<file path="config.mk">
export PLATFORM = sky130hd
export DESIGN_NAME = lbds_ctrl
export DESIGN_NICKNAME = d
export VERILOG_FILES = /design/src/hdl/lbds_pkg.sv /design/src/hdl/lbds_ctrl.sv
export SDC_FILE = /design/constraint.sdc
export NUM_CORES = 1
export LEC_CHECK = 0
export BUFFER_PORTS_ARGS = -buffer_cell sky130_fd_sc_hd__buf_2
export CAP_MARGIN = 20
export CORE_AREA = 2 2 39 41
export CTS_BUF_LIST = sky130_fd_sc_hd__clkbuf_2
export DETAILED_ROUTE_END_ITERATION = 10
export DIE_AREA = 0 0 41 43
export PLACE_DENSITY = 0.54
export SLEW_MARGIN = 0
export SYNTH_ARGS = -nofsm -noshare
export SYNTH_HDL_FRONTEND = slang
export SYNTH_SLANG_ARGS = --single-unit
</file>
<file path="constraint.sdc">
create_clock -name clk -period 1.36 [get_ports clk]
set_input_delay 0.136 -clock clk [delete_from_list [all_inputs] [get_ports clk]]
set_output_delay 0.136 -clock clk [all_outputs]
set_load 0.01 [all_outputs]
</file>
<file path="src/hdl/lbds_pkg.sv">
package lbds_pkg;

  localparam int MAX_POOL_DEF  = 255;
  localparam int MAX_DRAWS_DEF = 64;

  localparam logic [47:0] LCG_MUL = 48'h0005_DEEC_E66D;
  localparam logic [47:0] LCG_ADD = 48'h0000_0000_000B;

  localparam logic [7:0] POOL_SIZE_RST  = 8'd80;
  localparam logic [6:0] DRAW_COUNT_RST = 7'd20;

  // Register word indexes
  localparam logic [0:0] REG_POOL_SIZE  = 1'b0;
  localparam logic [0:0] REG_DRAW_COUNT = 1'b1;

  // Commands from the controller to the datapath
  typedef struct packed {
    logic load_seed;   // take the seed, clear pool written flags
    logic lcg_step;    // start generator multiply (low half)
    logic lcg_hi;      // finish generator multiply (high half)
    logic bound_load;  // latch bound = size - index
    logic div_start;   // start remainder from latest u
    logic div_step;    // one restoring remainder step
    logic rd_i;        // read pool at position i
    logic rd_j;        // read pool at position j
    logic wr_swap_j;   // write old pool[i] at j
    logic wr_swap_i;   // write old pool[j] at i (and emit)
    logic idx_inc;     // advance draw index
  } lbds_cmd_t;

  // Status from the datapath to the controller
  typedef struct packed {
    logic pow2;        // bound is a power of two
    logic reject;      // rejection test failed, redraw
    logic div_done;    // remainder finished
    logic last;        // current index is the final draw
    logic none;        // no draws for this seed
  } lbds_sts_t;

endpackage

</file>
<file path="src/hdl/lbds_ctrl.sv">
module lbds_ctrl (
  input  logic                clk,
  input  logic                rst_n,
  input  logic                in_valid,
  output logic                in_stall,
  output logic                out_valid,
  input  logic                out_stall,
  input  lbds_pkg::lbds_sts_t sts,
  output lbds_pkg::lbds_cmd_t cmd
);
  import lbds_pkg::*;

  localparam logic [3:0] S_IDLE  = 4'd0;
  localparam logic [3:0] S_BOUND = 4'd1;
  localparam logic [3:0] S_LCGLO = 4'd2;
  localparam logic [3:0] S_LCGHI = 4'd3;
  localparam logic [3:0] S_DIV0  = 4'd4;
  localparam logic [3:0] S_DIV   = 4'd5;
  localparam logic [3:0] S_RDI   = 4'd6;
  localparam logic [3:0] S_RDJ   = 4'd7;
  localparam logic [3:0] S_WRJ   = 4'd8;
  localparam logic [3:0] S_WRI   = 4'd9;
  localparam logic [3:0] S_OUT   = 4'd10;
  localparam logic [3:0] S_CHK   = 4'd11;

  logic [3:0] state_r, state_nxt;

  assign in_stall  = (state_r != S_IDLE);
  assign out_valid = (state_r == S_OUT);

  // Sequence one seed through its draws
  always_comb begin
    state_nxt = state_r;
    cmd       = '0;
    case (state_r)
      S_IDLE: begin
        if (in_valid) begin
          cmd.load_seed = 1'b1;
          state_nxt     = S_CHK;
        end
      end
      S_CHK: begin
        if (sts.none) state_nxt = S_IDLE;
        else          state_nxt = S_BOUND;
      end
      S_BOUND: begin
        cmd.bound_load = 1'b1;
        state_nxt      = S_LCGLO;
      end
      S_LCGLO: begin
        cmd.lcg_step = 1'b1;
        state_nxt    = S_LCGHI;
      end
      S_LCGHI: begin
        cmd.lcg_hi = 1'b1;
        state_nxt  = S_DIV0;
      end
      S_DIV0: begin
        cmd.div_start = 1'b1;
        state_nxt     = S_DIV;
      end
      S_DIV: begin
        if (sts.div_done) begin
          if (sts.reject) state_nxt = S_LCGLO;
          else            state_nxt = S_RDI;
        end else begin
          cmd.div_step = 1'b1;
        end
      end
      S_RDI: begin
        cmd.rd_i  = 1'b1;
        state_nxt = S_RDJ;
      end
      S_RDJ: begin
        cmd.rd_j  = 1'b1;
        state_nxt = S_WRJ;
      end
      S_WRJ: begin
        cmd.wr_swap_j = 1'b1;
        state_nxt     = S_WRI;
      end
      S_WRI: begin
        cmd.wr_swap_i = 1'b1;
        state_nxt     = S_OUT;
      end
      S_OUT: begin
        if (!out_stall) begin
          if (sts.last) begin
            state_nxt = S_IDLE;
          end else begin
            cmd.idx_inc = 1'b1;
            state_nxt   = S_BOUND;
          end
        end
      end
      default: state_nxt = S_IDLE;
    endcase
  end

  always_ff @(posedge clk) begin
    if (!rst_n) state_r <= S_IDLE;
    else        state_r <= state_nxt;
  end

endmodule

</file>
==> results of run 1 <==
## area by class of cell
type                       count  share of cell area (%)
tap                           16                    3.33
inverter                       2                    1.25
clock buffer                   3                    2.49
timing repair buffer          27                    25.4
multi-input combinational     45                    52.2
sequential                     4                    15.4
## worst paths after layout
path         startpoint    endpoint  slack [ns]  cells after the start
max          state_r[0]      cmd[6]        0.05                      4
min               rst_n  state_r[3]        0.19                      2
max reg2reg  state_r[2]  state_r[2]        0.13                      5
min reg2reg  state_r[3]  state_r[0]        0.64                      3
## logic make-up (layout without fill, tap and decap cells)
family,count (synthesis),in the layout
AOI/OAI and AO/OA,14,14
DFF,4,4
and+or+nand+nor,31,31
buffers and inverters,6,32
## power groups by stage
stage,registers (mW),clock network (mW),logic (mW)
final,0.329,0.102,0.773
after floorplan,0.204,0,0.598
after global placement,0.295,0,0.695
after global routing,0.345,0.112,0.871
after CTS,0.313,0.112,0.706
after detailed placement,0.296,0,0.696
## worst reg2reg max path: stages (launching register included)
cell and delay [ns]:
dfxtp_4 0.37, buf_4 0.15, nor3_1 0.17, o21ai_1 0.13, a31oi_1 0.23, nor2b_1 0.07
## placed cells by master (no fill, tap or decap), drive strengths merged, types with 3 or more instances in the layout
cell     n
clkbuf   3
nand2    4
nor2     8
nand2b   3
nor3     5
dfxtp    4
a21oi    3
nor2b    3
buf     27
o21ai    4
## synth_stat cells (2+ instances only)
master	number
a21oi_1	3
and3b_1	2
buf_6	2
dfxtp_1	4
nand2_1	4
nand2b_1	3
nor2_1	6
nor2_2	2
nor2b_1	3
nor3_1	5
o21ai_1	3
## layer usage
layer / vias to the layer above / track usage (%) / wire length [um]
li1: 249 / - / -
met1: 225 / 17.1 / 505
met2: 14 / 22.5 / 598
met3: 0 / 3.14 / 59
met4: 0 / 8.00 / 0
met5: - / 0 / 0
## what timing repair did
| item | CTS | global route |
|---|---|---|
| setup buffers | 0 | 3 |
| resized for setup | 7 | 7 |
| pin swaps | 0 | 2 |
| hold buffers | 0 | 0 |
| cloned | 0 | 0 |
| setup endpoints to repair | 8 | 4 |
==> flow_summary.toml, run 1 <==
[setup_path]
slowest_delay_ns = 0.36
arrival_ns = 1.18
cp_max_fo = 8
worstPathRequired_ns = 1.22
crit_path_start_kind = "register"
path_class = "reg2out"
end_kind = "output pin"
critPathBufInv = 2
crit_path_cell_trace = "buf_4 -> nand2b_4 -> nor3_2 -> buf_2"
slowest_stage = "dfxtp_4"
critPathTopFamily = "flip-flops"

[detailed_routing]
wire_per_inst_um = 12.0
route.vias.total = 488
postRouteAntennaNets = 0
wirelength_um = 1160
drc = 0
drtIter0Drc = 4
first_pass_iters = 4
avgViaCountPerCell = 5.03

[clock_network]
ctsHtreeMaxLevel = 1
path_clk_slew_ns = 0.04
clock_path_buffers = 2
cts_sinks = 4
cts-root-buf = "clkbuf_2"
cts_tree = "built"
insertion_delay_ns = 0.20
numCtsBuffers = 3

[placed_design]
dpl.hpwl_um = 810
place_inst = 91
placed_area_sq_um = 519
place_congestion = 0.724
portBuffers = 20
pre_cts_ws_ns = 0.0555

[flow_run]
max_cap_violations = 0

[logic_synthesis]
yosysTopAreaCellShare_pct = 19.8
synth.area.top_cells = "dfxtp_1 (20%), nor3_1 (6.2%), buf_6 (5.6%), nor2_1 (5.6%), nand2b_1 (4.6%)"
synthFlopType = "dfxtp_1"
synthAdderAreaFrac_pct = 0
async_flop_share_pct = 0
synth-xor-area-share_pct = 0
yosys.area.top_type = "dfxtp_1"
synth_top_family_by_area = "simple AND/OR/NAND/NOR gates"
synth_area_sq_um = 404
yosysWarnings = 0
seq_area_frac_synth_pct = 19.8
synth_compound_gate_area_share_pct = 25.1
synth_nets = 64
yosys.cell_types.count = 29
synth_seq_cells = 4
synthCells = 55
yosys.area_share.simple_pct = 44.6
synth_mux_area_share_pct = 0
synth.avg_cell_area_sq_um = 7.35
synth_edf_count = 0

[pwr]
p_total_mw = 1.20
clockPowerShare_pct = 8.5
peakVddDrop_mv = 1.20
internal_power_mw = 0.642
power_leakage_nw = 0.296
p_per_area_nw_per_um2 = 2000
seqPwrFrac_pct = 27.3
comb_power_share_pct = 64.2
p_sw_share_pct = 46.7
switching_power_mw = 0.562

[sta]
hold_viol = 0
tightest_slew_ns = 0.260
setup_tns_ns = 0
max_freq_mhz = 761
min_period_ns = 1.31
fin_ws_ns = 0.0467
rsz0062_at_grt = "true"
finClkSkew_ns = 0.000891
worst_hold_slack_ns = 0.191
maxSlewHeadroom_pct = 82.5
setup_viol = 0
finalCritPeriodShare_pct = 96.6
slew_viol_final = 0

[final_layout]
fin_util_pct = 43.5
fin_cells = 97
largest-register = "state_r"
finish.instance_area_sq_um = 602
regArea_sq_um = 92.6
drive_above_1_share_pct = 58.0
num-nets-final = 92
biggestRegsByFlops = "state_r (4)"
synthToLayoutAreaGrowth_pct = 48.9
multi_input_area_sq_um = 314
fillers = 165
largest_reg_flops = 4
antennaDiodeCount = 0

[grt]
grtUsageTotal_pct = 14.4
grt_pass1_vias = 445
grt_overflow = 0
grt_max_degree = 12
grt_pass1_wl_um = 1750
antenna_found_initial = 0

[floorplanning]
die_area_sq_um = 1760
die_w_um = 41
die-height_um = 43
num_rows = 14
initial_core_util_pct = 29.2
core_area_sq_um = 1380
ios = 22

[status]
status = "finished, final reports clean"

[min_path]
holdCritPathClass = "in2reg"
Power figures use the tool's default switching activity.
==> run 2: changes to the inputs <==
clock period = 1.6 ns   (was 1.36 ns; I/O delays follow)
==> run 2 against run 1 <==
- non-clock buffer count shrank 6
- critical endpoint is now cmd[0]
- sequential share of layout area grew 0.67 points
- wire length shrank 13%
==> flow_summary.toml, run 2 (synthesized netlist as in run 1, its figures left out) <==
[clock_network]
cts_setup_buffers = 0
cts-root-buf = "clkbuf_2"
cts_sinks = 4
insertion_delay_ns = 0.20
numCtsBuffers = 3
path_clk_slew_ns = 0.04
cts_tree = "built"
ctsHtreeMaxLevel = 1
clock_path_buffers = 2

[flow_run]
max_cap_violations = 0

[grt]
grt_overflow = 0
grt_pass1_wl_um = 1500
grtUsageTotal_pct = 12.2
antenna_found_initial = 0
grt_pass1_vias = 351
grt_max_degree = 17

[sta]
tightest_slew_ns = 0.412
slew_viol_final = 0
hold_viol = 0
setup_viol = 0
rsz0062_at_grt = "false"
max_freq_mhz = 652
min_period_ns = 1.53
finalCritPeriodShare_pct = 95.9
finClkSkew_ns = 0.00358
maxSlewHeadroom_pct = 72.5
setup_tns_ns = 0

[setup_path]
reg2reg_to = "state_r[1]"
crit_path_start_kind = "register"
end_kind = "output pin"
path_class = "reg2out"
arrival_ns = 1.37
r2r_cells = 4
r2r-start = "state_r[1]"
cp_max_fo = 11
worstPathRequired_ns = 1.44
ff2ff_setup_slack_ns = 0.28

[detailed_routing]
route.vias.total = 454
wire_per_inst_um = 11.1
avgViaCountPerCell = 4.99
postRouteAntennaNets = 0
drtIter0Drc = 9
drc = 0
first_pass_iters = 4
wirelength_um = 1010

[final_layout]
drive_above_1_share_pct = 44.0
synthToLayoutAreaGrowth_pct = 27.2
layout_common_cells = "buf_2 (20), nor2_1 (6), nor3_1 (5), nand2_1 (4)"
fin_util_pct = 37.2
final_common_cell = "buf_2"
antennaDiodeCount = 0
biggestRegsByFlops = "state_r (4)"
largest_reg_flops = 4
largest-register = "state_r"
num-nets-final = 86

[min_path]
worstHoldPathCells = 2
holdCritPathClass = "in2reg"
whs_endpoint = "state_r[3]"
hold_start = "rst_n"

[floorplanning]
core_area_sq_um = 1380
die_w_um = 41
initial_core_util_pct = 29.2
ios = 22
die-height_um = 43
num_rows = 14
die_area_sq_um = 1760

[pwr]
p_per_area_nw_per_um2 = 1720
peakVddDrop_mv = 1.06
power_leakage_nw = 0.250

[placed_design]
place_congestion = 0.674
dpl.hpwl_um = 760
portBuffers = 20

[status]
status = "finished, final reports clean"
-- run 2: changes by cell type in the layout (fill, tap and decap cells not counted), sizes merged --
cell,change
buf,-6
-- run 2: layout make-up --
| type | count | area (sq um) |
|---|---|---|
| Tap cell | 16 | 20.0 |
| Fill cell | 151 | 870 |
| Timing Repair Buffer | 21 | 108 |
| Multi-Input combinational cell | 45 | 282 |
| Inverter | 2 | 7.51 |
| Clock buffer | 3 | 15.0 |
| Sequential cell | 4 | 82.6 |
-- run 2: where the power goes --
| part | switching, mW | leakage [nW] | internal [mW] |
|---|---|---|---|
| Combinational | 0.253 | 0.204 | 0.251 |
| Clock | 0.0374 | 0.0125 | 0.0504 |
| Sequential | 0.146 | 0.0336 | 0.147 |
-- run 2: how the worst max path moves through the flow --
stage	startpoint	endpoint	slack, ns	cells past startpoint
6_report	state_r[1]	cmd[0]	0.07	3
5_1_grt	state_r[1]	cmd[0]	0.007	3
4_1_cts	state_r[0]	cmd[5]	0.04	3
3_5_place_dp	state_r[0]	state_r[2]	0.19	4
3_3_place_gp	state_r[0]	state_r[2]	0.20	4
2_1_floorplan	state_r[2]	cmd[0]	0.34	4
-- run 2: through the flow --
step | setup WS (ns) | hold WS (ns) | instances | area (sq um) | power, mW
global route | 0.00688 | 0.214 | 91 | 514 | 0.977
finish | 0.0654 | 0.218 | 91 | 514 | 0.884
CTS | 0.0355 | 0.200 | 91 | 512 | 0.890
detailed placement | 0.194 | 0.423 | 88 | 497 | 0.796
floorplan | 0.339 | 0.278 | 55 | 404 | 0.681
global placement | 0.199 | 0.415 | 88 | 497 | 0.795
-- run 2: timing repair --
item,CTS,global route
hold endpoints to repair,0,0
setup endpoints to repair,0,3
resized for setup,0,2
hold buffers,0,0
-- run 2: metal layers --
metal,up-vias,global-route usage (%),part of all wire (%)
met5,-,0,0
met3,0,0,6.6
li1,235,-,-
met1,203,18.6,50
met4,0,8.00,0
met2,16,16.3,44
-- run 2: critical path: stages, from the launching register on --
cell	delay (ns)
dfxtp_1	0.56
and3_4	0.28
nor3b_1	0.17
buf_2	0.16
==> run 3: changes to the inputs <==
PLACE_DENSITY = 0.63   (was 0.54)
SETUP_SLACK_MARGIN = 0.1   (was not set)
==> run 3 against run 2 <==
- non-clock buffer count did not move
- sequential power fell by 5%
- total power rose by 0.57%
- critical path depth rose by 1
- critical endpoint unchanged
- highest routed layer unchanged
==> flow_summary.toml, run 3 (synthesized netlist as in run 1, its figures left out) <==
[pwr]
power_leakage_nw = 0.252
internal_power_mw = 0.458
p_per_area_nw_per_um2 = 1710
switching_power_mw = 0.432
clockPowerShare_pct = 9.7
comb_power_share_pct = 58.9
peakVddDrop_mv = 0.836
seqPwrFrac_pct = 31.4
p_sw_share_pct = 48.5

[sta]
setup_viol = 0
worst_hold_slack_ns = 0.201
min_period_ns = 1.42
slew_viol_final = 0
max_freq_mhz = 705
finClkSkew_ns = 0.00447
setup_tns_ns = 0
hold_viol = 0
maxSlewHeadroom_pct = 81.8
tightest_slew_ns = 0.272
rsz0062_at_grt = "false"
finalCritPeriodShare_pct = 88.6

[final_layout]
layout_common_cells = "buf_2 (20), nor2_1 (6), nor3_1 (5), nand2_1 (4)"
multi_input_area_sq_um = 287
final_common_cell = "buf_2"
drive_above_1_share_pct = 46.7
synthToLayoutAreaGrowth_pct = 28.8
largest_reg_flops = 4
num-nets-final = 86
regArea_sq_um = 83.8
fillers = 168
biggestRegsByFlops = "state_r (4)"
largest-register = "state_r"
antennaDiodeCount = 0
finish.instance_area_sq_um = 520

[detailed_routing]
drtIter0Drc = 5
drc = 0
wirelength_um = 1020
avgViaCountPerCell = 4.93
wire_per_inst_um = 11.2
first_pass_iters = 4
postRouteAntennaNets = 0
route.vias.total = 449

[clock_network]
path_clk_slew_ns = 0.04
cts_sinks = 4
cts_tree = "built"
numCtsBuffers = 3
ctsHtreeMaxLevel = 1
clock_path_buffers = 2
cts-root-buf = "clkbuf_2"
insertion_delay_ns = 0.20

[placed_design]
portBuffers = 20
placed_area_sq_um = 497
place_congestion = 0.783
dpl.hpwl_um = 742

[setup_path]
slowest_stage = "dfxtp_2"
arrival_ns = 1.26
worstPathRequired_ns = 1.44
slowest_delay_ns = 0.38
crit_path_start_kind = "register"
path_class = "reg2out"
end_kind = "output pin"
crit_path_cell_trace = "nor2_2 -> and3_4 -> nor3b_2 -> buf_2"
cp_max_fo = 13

[grt]
antenna_found_initial = 0
use_met1_pct = 15.4
grt_pass1_vias = 356
grt_max_degree = 17
grt_pass1_wl_um = 1370
grt_overflow = 0
grtUsageTotal_pct = 11.6
use_met2_pct = 15.6
met3_usage_pct = 1.57
busiest_layer = "met2"

[status]
status = "finished, final reports clean"

[min_path]
holdCritPathClass = "in2reg"

[floorplanning]
die_area_sq_um = 1760
initial_core_util_pct = 29.2
ios = 22
core_area_sq_um = 1380
die-height_um = 43
num_rows = 14
die_w_um = 41

[flow_run]
max_cap_violations = 0
## run 3: cell counts in the layout (fill, tap and decap cells not counted)
No cell type changed its count.
## run 3: power by group through the flow
stage / Combinational [mW] / Clock (mW) / Sequential, mW
final: 0.524 / 0.0867 / 0.279
after global routing: 0.584 / 0.0990 / 0.293
after floorplan: 0.508 / 0 / 0.173
after global placement: 0.521 / 0 / 0.272
after CTS: 0.525 / 0.0941 / 0.278
after detailed placement: 0.525 / 0 / 0.272
## run 3: worst max-delay path: cells and delay by family (launching register included)
kind	cells	cell delay, ns
flip-flops	1	0.38
AND/OR/NAND/NOR	3	0.52
buffers and inverters	1	0.15
## run 3: timing repair
action / in CTS / in global routing
resized for setup: 3 / 1
setup buffers: 0 / 0
setup endpoints to repair: 3 / 1
hold buffers: 0 / 0
pin swaps: 0 / 0
## run 3: layout make-up
| class | instances | share of cell area (%) |
|---|---|---|
| multi-input combinational | 45 | 55.0 |
| timing repair buffer | 21 | 20.7 |
| sequential | 4 | 16.1 |
| tap | 16 | 3.85 |
| clock buffer | 3 | 2.88 |
| inverter | 2 | 1.44 |
## run 3: metrics by stage
step | std cells | total power, mW | setup slack [ns] | utilization (%)
floorplan | 55 | 0.681 | 0.339 | -
global placement | 88 | 0.793 | 0.226 | 35.9
detailed placement | 88 | 0.797 | 0.221 | 35.9
CTS | 91 | 0.897 | 0.129 | 37.3
global route | 91 | 0.976 | 0.0985 | 37.6
finish | 91 | 0.889 | 0.182 | 37.6
## run 3: path summary, 6_finish.rpt
check / start / cells after the start / slack [ns] / endpoint
hold / removal: rst_n / 2 / 0.20 / state_r[3]
setup reg to reg: state_r[0] / 4 / 0.39 / state_r[1]
hold reg to reg: state_r[2] / 2 / 0.66 / state_r[3]
setup / recovery: state_r[2] / 4 / 0.18 / cmd[0]
## run 3: metal layers
layer  wire length, um  share of wire [%]  vias to the layer above
li1                  -                  -                      234
met1               473                 47                      199
met2               484                 48                       16
met3                59                5.8                        0
met4                 0                  0                        0
met5                 0                  0                        -
